[src/sv/ppc_pkg.sv]
// ----------------------------------------------------------------------------
// Polygon plane clipper package
// Shared types, register indexes and saturation helper.
// ----------------------------------------------------------------------------
package ppc_pkg;

    localparam int NORM_FRAC = 30;
    localparam int DIV_STEPS = 31;
    localparam int BUF_DEPTH = 4;
    localparam logic [30:0] FRAC_ONE = 31'h4000_0000;

    localparam logic [2:0] REG_NORMAL_X     = 3'd0;
    localparam logic [2:0] REG_NORMAL_Y     = 3'd1;
    localparam logic [2:0] REG_NORMAL_Z     = 3'd2;
    localparam logic [2:0] REG_PLANE_OFFSET = 3'd3;
    localparam logic [2:0] REG_KEEP_EPSILON = 3'd4;

    typedef struct packed {
        logic       load;
        logic       mac;
        logic       dist_ld;
        logic       div_init;
        logic       div_step;
        logic       lerp;
        logic       push_mid;
        logic       push_keep;
        logic       store;
        logic       close;
        logic       pop;
        logic       edge_sel;
        logic [1:0] axis;
    } ppc_cmd_t;

    typedef struct packed {
        logic split;
        logic open;
        logic last;
        logic drain_done;
        logic out_free;
    } ppc_sts_t;

    function automatic logic signed [31:0] sat32(input logic signed [66:0] v);
        logic signed [31:0] r;
        if (v > 67'sd2147483647)
        begin
            r = 32'sh7FFF_FFFF;
        end
        else if (v < -67'sd2147483648)
        begin
            r = 32'sh8000_0000;
        end
        else
        begin
            r = v[31:0];
        end
        return r;
    endfunction

endpackage

[src/sv/ppc_ctrl.sv]
// ----------------------------------------------------------------------------
// Polygon plane clipper controller
// Sequences distance, edge division, interpolation and result drain.
// ----------------------------------------------------------------------------
module ppc_ctrl (
    input  logic              clk,
    input  logic              rst_n,
    input  logic              s_tvalid,
    output logic              s_tready,
    input  ppc_pkg::ppc_sts_t sts,
    output ppc_pkg::ppc_cmd_t cmd
);
    import ppc_pkg::*;

    typedef enum logic [10:0] {
        S_IDLE  = 11'b00000000001,
        S_DOT   = 11'b00000000010,
        S_DIST  = 11'b00000000100,
        S_EDGE  = 11'b00000001000,
        S_DIV   = 11'b00000010000,
        S_LERP  = 11'b00000100000,
        S_PUSHX = 11'b00001000000,
        S_KEEP  = 11'b00010000000,
        S_STORE = 11'b00100000000,
        S_CLOSE = 11'b01000000000,
        S_DRAIN = 11'b10000000000
    } state_t;

    state_t     state_reg, state_next;
    logic [4:0] cnt_reg, cnt_next;
    logic       sel_reg, sel_next;

    always_comb
    begin
        state_next = state_reg;
        cnt_next = cnt_reg;
        sel_next = sel_reg;
        cmd = '0;
        cmd.edge_sel = sel_reg;
        cmd.axis = cnt_reg[1:0];
        s_tready = 1'b0;
        case (state_reg)
            S_IDLE:
            begin
                s_tready = 1'b1;
                if (s_tvalid)
                begin
                    cmd.load = 1'b1;
                    cnt_next = '0;
                    state_next = S_DOT;
                end
            end
            S_DOT:
            begin
                // Three products, then a final step that folds the last product into the sum.
                cmd.mac = 1'b1;
                cnt_next = cnt_reg + 5'd1;
                if (cnt_reg == 5'd3)
                begin
                    state_next = S_DIST;
                end
            end
            S_DIST:
            begin
                cmd.dist_ld = 1'b1;
                sel_next = 1'b0;
                state_next = sts.open ? S_EDGE : S_STORE;
            end
            S_EDGE:
            begin
                cmd.div_init = 1'b1;
                cnt_next = '0;
                state_next = sts.split ? S_DIV : S_KEEP;
            end
            S_DIV:
            begin
                cmd.div_step = 1'b1;
                cnt_next = cnt_reg + 5'd1;
                if (cnt_reg == 5'(DIV_STEPS - 1))
                begin
                    cnt_next = '0;
                    state_next = S_LERP;
                end
            end
            S_LERP:
            begin
                cmd.lerp = 1'b1;
                cnt_next = cnt_reg + 5'd1;
                if (cnt_reg == 5'd3)
                begin
                    state_next = S_PUSHX;
                end
            end
            S_PUSHX:
            begin
                cmd.push_mid = 1'b1;
                state_next = S_KEEP;
            end
            S_KEEP:
            begin
                cmd.push_keep = 1'b1;
                state_next = sel_reg ? S_CLOSE : S_STORE;
            end
            S_STORE:
            begin
                cmd.store = 1'b1;
                if (sts.last)
                begin
                    sel_next = 1'b1;
                    state_next = S_EDGE;
                end
                else
                begin
                    state_next = S_DRAIN;
                end
            end
            S_CLOSE:
            begin
                cmd.close = 1'b1;
                state_next = S_DRAIN;
            end
            S_DRAIN:
            begin
                if (sts.drain_done)
                begin
                    state_next = S_IDLE;
                end
                else if (sts.out_free)
                begin
                    cmd.pop = 1'b1;
                end
            end
            default:
            begin
                state_next = S_IDLE;
            end
        endcase
    end

    always_ff @(posedge clk or negedge rst_n)
    begin
        if (!rst_n)
        begin
            state_reg <= S_IDLE;
            cnt_reg <= '0;
            sel_reg <= 1'b0;
        end
        else
        begin
            state_reg <= state_next;
            cnt_reg <= cnt_next;
            sel_reg <= sel_next;
        end
    end

    a_div_len: assert property (@(posedge clk) disable iff (!rst_n)
        (state_reg == S_DIV) |-> cnt_reg < 5'(DIV_STEPS)) else $error("divider overrun");
    a_ready_idle: assert property (@(posedge clk) disable iff (!rst_n)
        cmd.load |-> s_tready) else $error("load outside idle");
    a_close_last: assert property (@(posedge clk) disable iff (!rst_n)
        cmd.close |-> sts.last) else $error("closing edge without last vertex");

endmodule

[config.mk]
export PLATFORM = sky130hd
export DESIGN_NAME = ppc_ctrl
export DESIGN_NICKNAME = d
export VERILOG_FILES = /design/src/sv/ppc_pkg.sv /design/src/sv/ppc_ctrl.sv
export SDC_FILE = /design/constraint.sdc
export NUM_CORES = 1
export LEC_CHECK = 0
export ABC_AREA = 1
export BUFFER_PORTS_ARGS = -buffer_cell sky130_fd_sc_hd__buf_2
export CAP_MARGIN = 30
export CORE_MARGIN = 2
export CORE_UTILIZATION = 43
export CTS_CLUSTER_DIAMETER = 80
export DETAILED_ROUTE_END_ITERATION = 7
export REMOVE_ABC_BUFFERS = 1
export SETUP_SLACK_MARGIN = 0.4
export SLEW_MARGIN = 15
export SYNTH_ARGS = -nofsm -noshare
export SYNTH_HDL_FRONTEND = slang
export SYNTH_SLANG_ARGS = --single-unit
[constraint.sdc]
create_clock -name clk -period 2.24 [get_ports clk]
set_input_delay 0.224 -clock clk [delete_from_list [all_inputs] [get_ports clk]]
set_output_delay 0.224 -clock clk [all_outputs]
set_load 0.01 [all_outputs]
==> impl_metrics.yaml, run 1 <==
status:
  status: "finished clean"
synth:
  post_synth_xor_area_fraction_pct: 1.49
  yosys.area_share.adder_pct: 2.13
  yosys_warnings: 0
  synth_edf_count: 0
  synth-simple-area-share_pct: 40.4
  synth_flop_cell: "dfrtp_1"
  synth_top_family_by_area: "simple AND/OR/NAND/NOR gates"
  async_reset_ff_share_pct: 100
  synth_compound_area_share_pct: 5.74
  synth_top_area_share_pct: 34.0
  yosys.area.top_type: "dfrtp_1"
  synth_area_mm2: 0.00118
  synthTopCellsByArea: "dfrtp_1 (34%), nand2_1 (12%), inv_1 (9.6%)"
  synth.area.mux_share_pct: 0
  ys_ff_latch: 17
  yosysUniqueCellTypes: 28
  synth_area_per_cell_um2: 7.27
  yosysSeqAreaShare_pct: 36.2
  syn_inst: 162
floorplanning:
  chipWidth_um: 56.3
  die_h_um: 56.3
  io_pins: 23
  start_util_pct: 46.3
  core.rowCount: 18
  core_mm2: 0.00254
  dieArea_mm2: 0.00317
place:
  postPlaceCellArea_mm2: 0.00129
  port_buffers: 22
  dp_hpwl_mm: 1.84
  place.gp.congestion: 0.795
  placedCellCount: 209
  place_ws_ns: 0.675
timing:
  rsz0062_at_grt: "yes"
  period_share_pct: 78.1
  tns_ns: 0
  finalHoldViolCount: 0
  tightest_slew_ns: 0.389
  max-slew-margin-rel_pct: 74.1
  period_minus_slack_ns: 1.75
  clock.fmax_mhz: 571
  slew_viol_final: 0
  worst_slack_ns: 0.490
  finClkSkew_ns: 0.00443
  holdWs_ns: 0.122
  setup_viol_count_final: 0
global_routing:
  grt_max_degree: 18
  grt_use_total_pct: 15.7
  antenna_found_initial: 0
  grt_pass1_vias: 943
  grt_pass1_wl_mm: 3.89
  grt_overflow_total: 0
critical_path:
  cp-endpoint: "cmd[3]"
  crit_type: "flop to primary output"
  critPathCaptureType: "primary output"
  startpoint_type: "flop"
  r2r_slack_ns: 0.66
  worst-r2r-cell-count: 11
  r2r-start: "cnt_reg[0]"
  cp.arrival_ns: 1.53
  rr_endpoint: "state_reg[0]"
  cp-startpoint: "state_reg[5]"
  crit_required_ns: 2.02
  cp_max_fo: 4
routing:
  wirelength_mm: 2.26
  wl_per_cell_um: 10.6
  drc: 0
  vias_per_cell: 4.61
  first_pass_iters: 4
  via_count: 987
  drtIter0Drc: 14
  final_antenna_net_count: 0
clock_network:
  clk_pin_slew_worst_paths_ns: 0.10
  clockBufferDepth: 2
  cts-root-buf: "clkbuf_4"
  post_cts_buffers: 0
  numCtsBuffers: 3
  h-tree-depth: 1
  insertion_delay_ns: 0.29
  cts_sinks: 17
  cts_tree: "done"
finish:
  postLayoutCellArea_mm2: 0.00133
  final_cell_mix: "nand2_1 (36), inv_1 (30), buf_2 (22), nor2_1 (21), dfrtp_1 (16)"
  fillers: 252
  layout.cells.non_filler: 214
  drive_gt1_share_pct: 32.6
  final_util_pct: 52.3
  mostFrequentLayoutCell: "nand2_1"
  areaGrowthSynthToFinish_pct: 13.1
  antenna_cells: 0
  nNetsFinal: 195
  multi_input_area_um2: 593
  seqCellArea_um2: 427
  largest_register_ffs: 11
run:
  maxCapViolations: 0
power_and_ir_drop:
  powerDensity_mw_per_mm2: 888
  leakage_nw: 0.814
  power.total_mw: 1.18
  vdd_drop_max_uv: 673
hold_path:
  hp-class: "input pin to flop"
## worst min path at each step
stage	start	endpoint	slack, ns	depth (start not counted)
floorplan	rst_n	cnt_reg[0]	-0.07	0
global placement	rst_n	sel_reg	0.17	1
detailed placement	rst_n	sel_reg	0.17	1
CTS	sts[3]	state_reg[8]	0.12	2
global route	sts[3]	state_reg[8]	0.13	2
finish	sts[3]	state_reg[8]	0.12	2
## area by class of cell
type	instances	area share, %
Clock buffer	4	1.97
Inverter	34	9.59
Multi-Input combinational cell	106	44.5
Sequential cell	17	32.0
Tap cell	30	2.82
Timing Repair Buffer	23	9.02
## worst max-delay path: stages (launching register included)
cell	delay, ns
dfrtp_1	0.42
nor2_2	0.15
nand2_2	0.13
nor2_4	0.16
nand3_2	0.13
nor2_1	0.10
buf_2	0.13
## Yosys cell counts (all sizes together) (2+ instances only)
cell type / number
nand3: 7
dfrtp: 16
nor3: 2
xor2: 2
o21ai: 6
inv: 33
nand2: 51
o211ai: 2
nor2: 29
ha: 2
buf: 5
## cell families after synthesis
family	count (synthesis)
AOI/OAI and AO/OA	10
xor gates and xnor gates	2
adders and majority gates	2
buffers and inverters	39
and+or+nand+nor	92
DFF	17
## repair_timing
item | in CTS | in global routing
hold buffers | 1 | 0
gates resized for setup | 0 | 2
setup endpoints to repair | 0 | 4
hold endpoints to repair | 16 | 0
## routing by layer
layer | track usage (%) | vias up | share of wire [%] | routed length, µm
met4 | 7.48 | 0 | 1.3 | 29
met5 | 0 | - | 0 | 0
li1 | - | 522 | - | -
met1 | 19.7 | 438 | 49 | 1100
met2 | 26.2 | 23 | 46 | 1030
met3 | 2.53 | 4 | 4.2 | 95
## report_power, final
group	switching (mW)	internal [mW]
sequential	0.0542	0.369
combinational	0.382	0.210
clock	0.0984	0.0693
total	0.534	0.648
(Power assumes the default switching activity.)
==> run 2, diff against run 1 <==
--- a/config.mk
+++ b/config.mk
@@ -12,6 +12,7 @@
 export CORE_UTILIZATION = 43
 export CTS_CLUSTER_DIAMETER = 80
 export DETAILED_ROUTE_END_ITERATION = 7
+export PLACE_DENSITY = 0.67
 export REMOVE_ABC_BUFFERS = 1
 export SETUP_SLACK_MARGIN = 0.4
 export SLEW_MARGIN = 15
==> constraint.sdc (replaced) <==
create_clock -name clk -period 1.48 [get_ports clk]
set_input_delay 0.148 -clock clk [delete_from_list [all_inputs] [get_ports clk]]
set_output_delay 0.148 -clock clk [all_outputs]
set_load 0.01 [all_outputs]
==> impl_metrics.yaml, run 2 (synthesized netlist as in run 1, its figures left out) <==
status:
  violations: "setup timing"
  status: "complete, but fails checks"
critical_path:
  cp.arrival_ns: 1.54
  crit_required_ns: 1.33
  critPathCaptureType: "primary output"
  r2r-start: "state_reg[2]"
  cp-startpoint: "state_reg[2]"
  worst-r2r-cell-count: 13
  rr_endpoint: "cnt_reg[1]"
  crit_type: "flop to primary output"
  cp_max_fo: 3
  r2r_slack_ns: -0.18
  startpoint_type: "flop"
  cp-endpoint: "cmd[10]"
power_and_ir_drop:
  switching_share_pct: 47.1
  power.total_mw: 2.53
  vdd_drop_max_uv: 1210
  combPwrFrac_pct: 63.2
  p_sw_mw: 1.19
  leakage_nw: 1.01
  powerDensity_mw_per_mm2: 1380
  p_clk_share_pct: 11.3
  p_int_mw: 1.34
  p_seq_share_pct: 25.5
clock_network:
  cts_tree: "done"
  insertion_delay_ns: 0.31
  h-tree-depth: 1
  cts-root-buf: "clkbuf_4"
  numCtsBuffers: 3
  clk_pin_slew_worst_paths_ns: 0.12
  clockBufferDepth: 2
  cts_sinks: 17
place:
  dp_hpwl_mm: 1.90
  port_buffers: 22
  place.gp.congestion: 0.918
  place_ws_ns: -0.0569
global_routing:
  grt_max_degree: 18
  grt_pass1_wl_mm: 5.03
  grt_use_total_pct: 20.0
  antenna_found_initial: 0
  grt_overflow_total: 0
  grt_pass1_vias: 1183
floorplanning:
  io_pins: 23
  start_util_pct: 46.3
  chipWidth_um: 56.3
  die_h_um: 56.3
  core.rowCount: 18
  core_mm2: 0.00254
  dieArea_mm2: 0.00317
finish:
  antenna_cells: 0
  drive_gt1_share_pct: 57.2
  final_cell_mix: "nand2_1 (24), buf_4 (23), inv_1 (22), buf_6 (18), dfrtp_1 (16)"
  areaGrowthSynthToFinish_pct: 55.4
  largest_register_ffs: 11
  mostFrequentLayoutCell: "nand2_1"
  nNetsFinal: 226
routing:
  wl_per_cell_um: 14.7
  via_count: 1221
  wirelength_mm: 3.60
  first_pass_iters: 4
  drtIter0Drc: 35
  final_antenna_net_count: 0
  drc: 0
  vias_per_cell: 4.98
timing:
  max-slew-margin-rel_pct: 73.2
  period_minus_slack_ns: 1.68
  worst_slack_ns: -0.205
  setup_viol_count_final: 22
  finalHoldViolCount: 0
  rsz0062_at_grt: "yes"
  finClkSkew_ns: 0.00361
  tns_ns: -3.08
  tightest_slew_ns: 0.402
  clock.fmax_mhz: 594
  period_share_pct: 114
  slew_viol_final: 0
run:
  maxCapViolations: 0
hold_path:
  hp-class: "input pin to flop"
==> run 2: layout make-up <==
type / instances / area [µm²]
sequential: 17 / 427
tap: 30 / 37.5
timing repair buffer: 54 / 445
multi-input combinational: 106 / 761
fill: 167 / 716
inverter: 34 / 133
clock buffer: 4 / 26.3
==> run 2: layer usage <==
| layer | up-vias | track usage (%) | wire, µm |
|---|---|---|---|
| li1 | 584 | - | - |
| met1 | 591 | 24.8 | 1450 |
| met2 | 35 | 34.3 | 1950 |
| met3 | 11 | 3.23 | 122 |
| met4 | 0 | 8.16 | 77 |
| met5 | - | 0 | 0 |
==> run 2: how the worst min path moves through the flow <==
stage	start	to	slack, ns	cells after the start
2_1_floorplan	rst_n	cnt_reg[0]	-0.15	0
4_1_cts	sts[3]	state_reg[8]	0.03	2
5_1_grt	sts[3]	state_reg[8]	0.03	2
6_report	sts[3]	state_reg[8]	0.02	2
3_5_place_dp	rst_n	sel_reg	0.1	1
3_3_place_gp	rst_n	sel_reg	0.09	1
==> run 2: what timing repair did <==
| item | in CTS | in global routing |
|---|---|---|
| setup endpoints to repair | 31 | 31 |
| endpoints found under the hold margin | 16 | 0 |
| hold buffers | 1 | 0 |
| resized for setup | 31 | 44 |
| pin swaps | 13 | 15 |
| buffers inserted | 18 | 9 |
==> run 2: metrics by stage <==
step	area, µm²	hold slack (ns)	std cells	util (%)
6_report	1830	0.0214	245	71.9
3_3_place_gp	1320	0.0892	213	51.8
3_5_place_dp	1320	0.0957	213	51.8
4_1_cts	1590	0.0324	236	62.5
5_1_grt	1830	0.0308	245	71.9
2_1_floorplan	1140	-0.148	157	-
==> run 2: power by group through the flow <==
stage	sequential [mW]	combinational [mW]	clock [mW]
5_1_grt	0.656	1.72	0.307
4_1_cts	0.621	1.22	0.268
3_5_place_dp	0.624	0.969	0
3_3_place_gp	0.619	0.956	0
6_report	0.646	1.60	0.286
2_1_floorplan	0.652	0.655	0
==> run 2: worst max-delay path: stages (launching register included) <==
cell and delay (ns):
dfrtp_1 0.43, buf_6 0.13, buf_4 0.12, inv_1 0.05
nand2_1 0.06, nor2_1 0.14, nand2_2 0.10, inv_2 0.09
buf_6 0.10
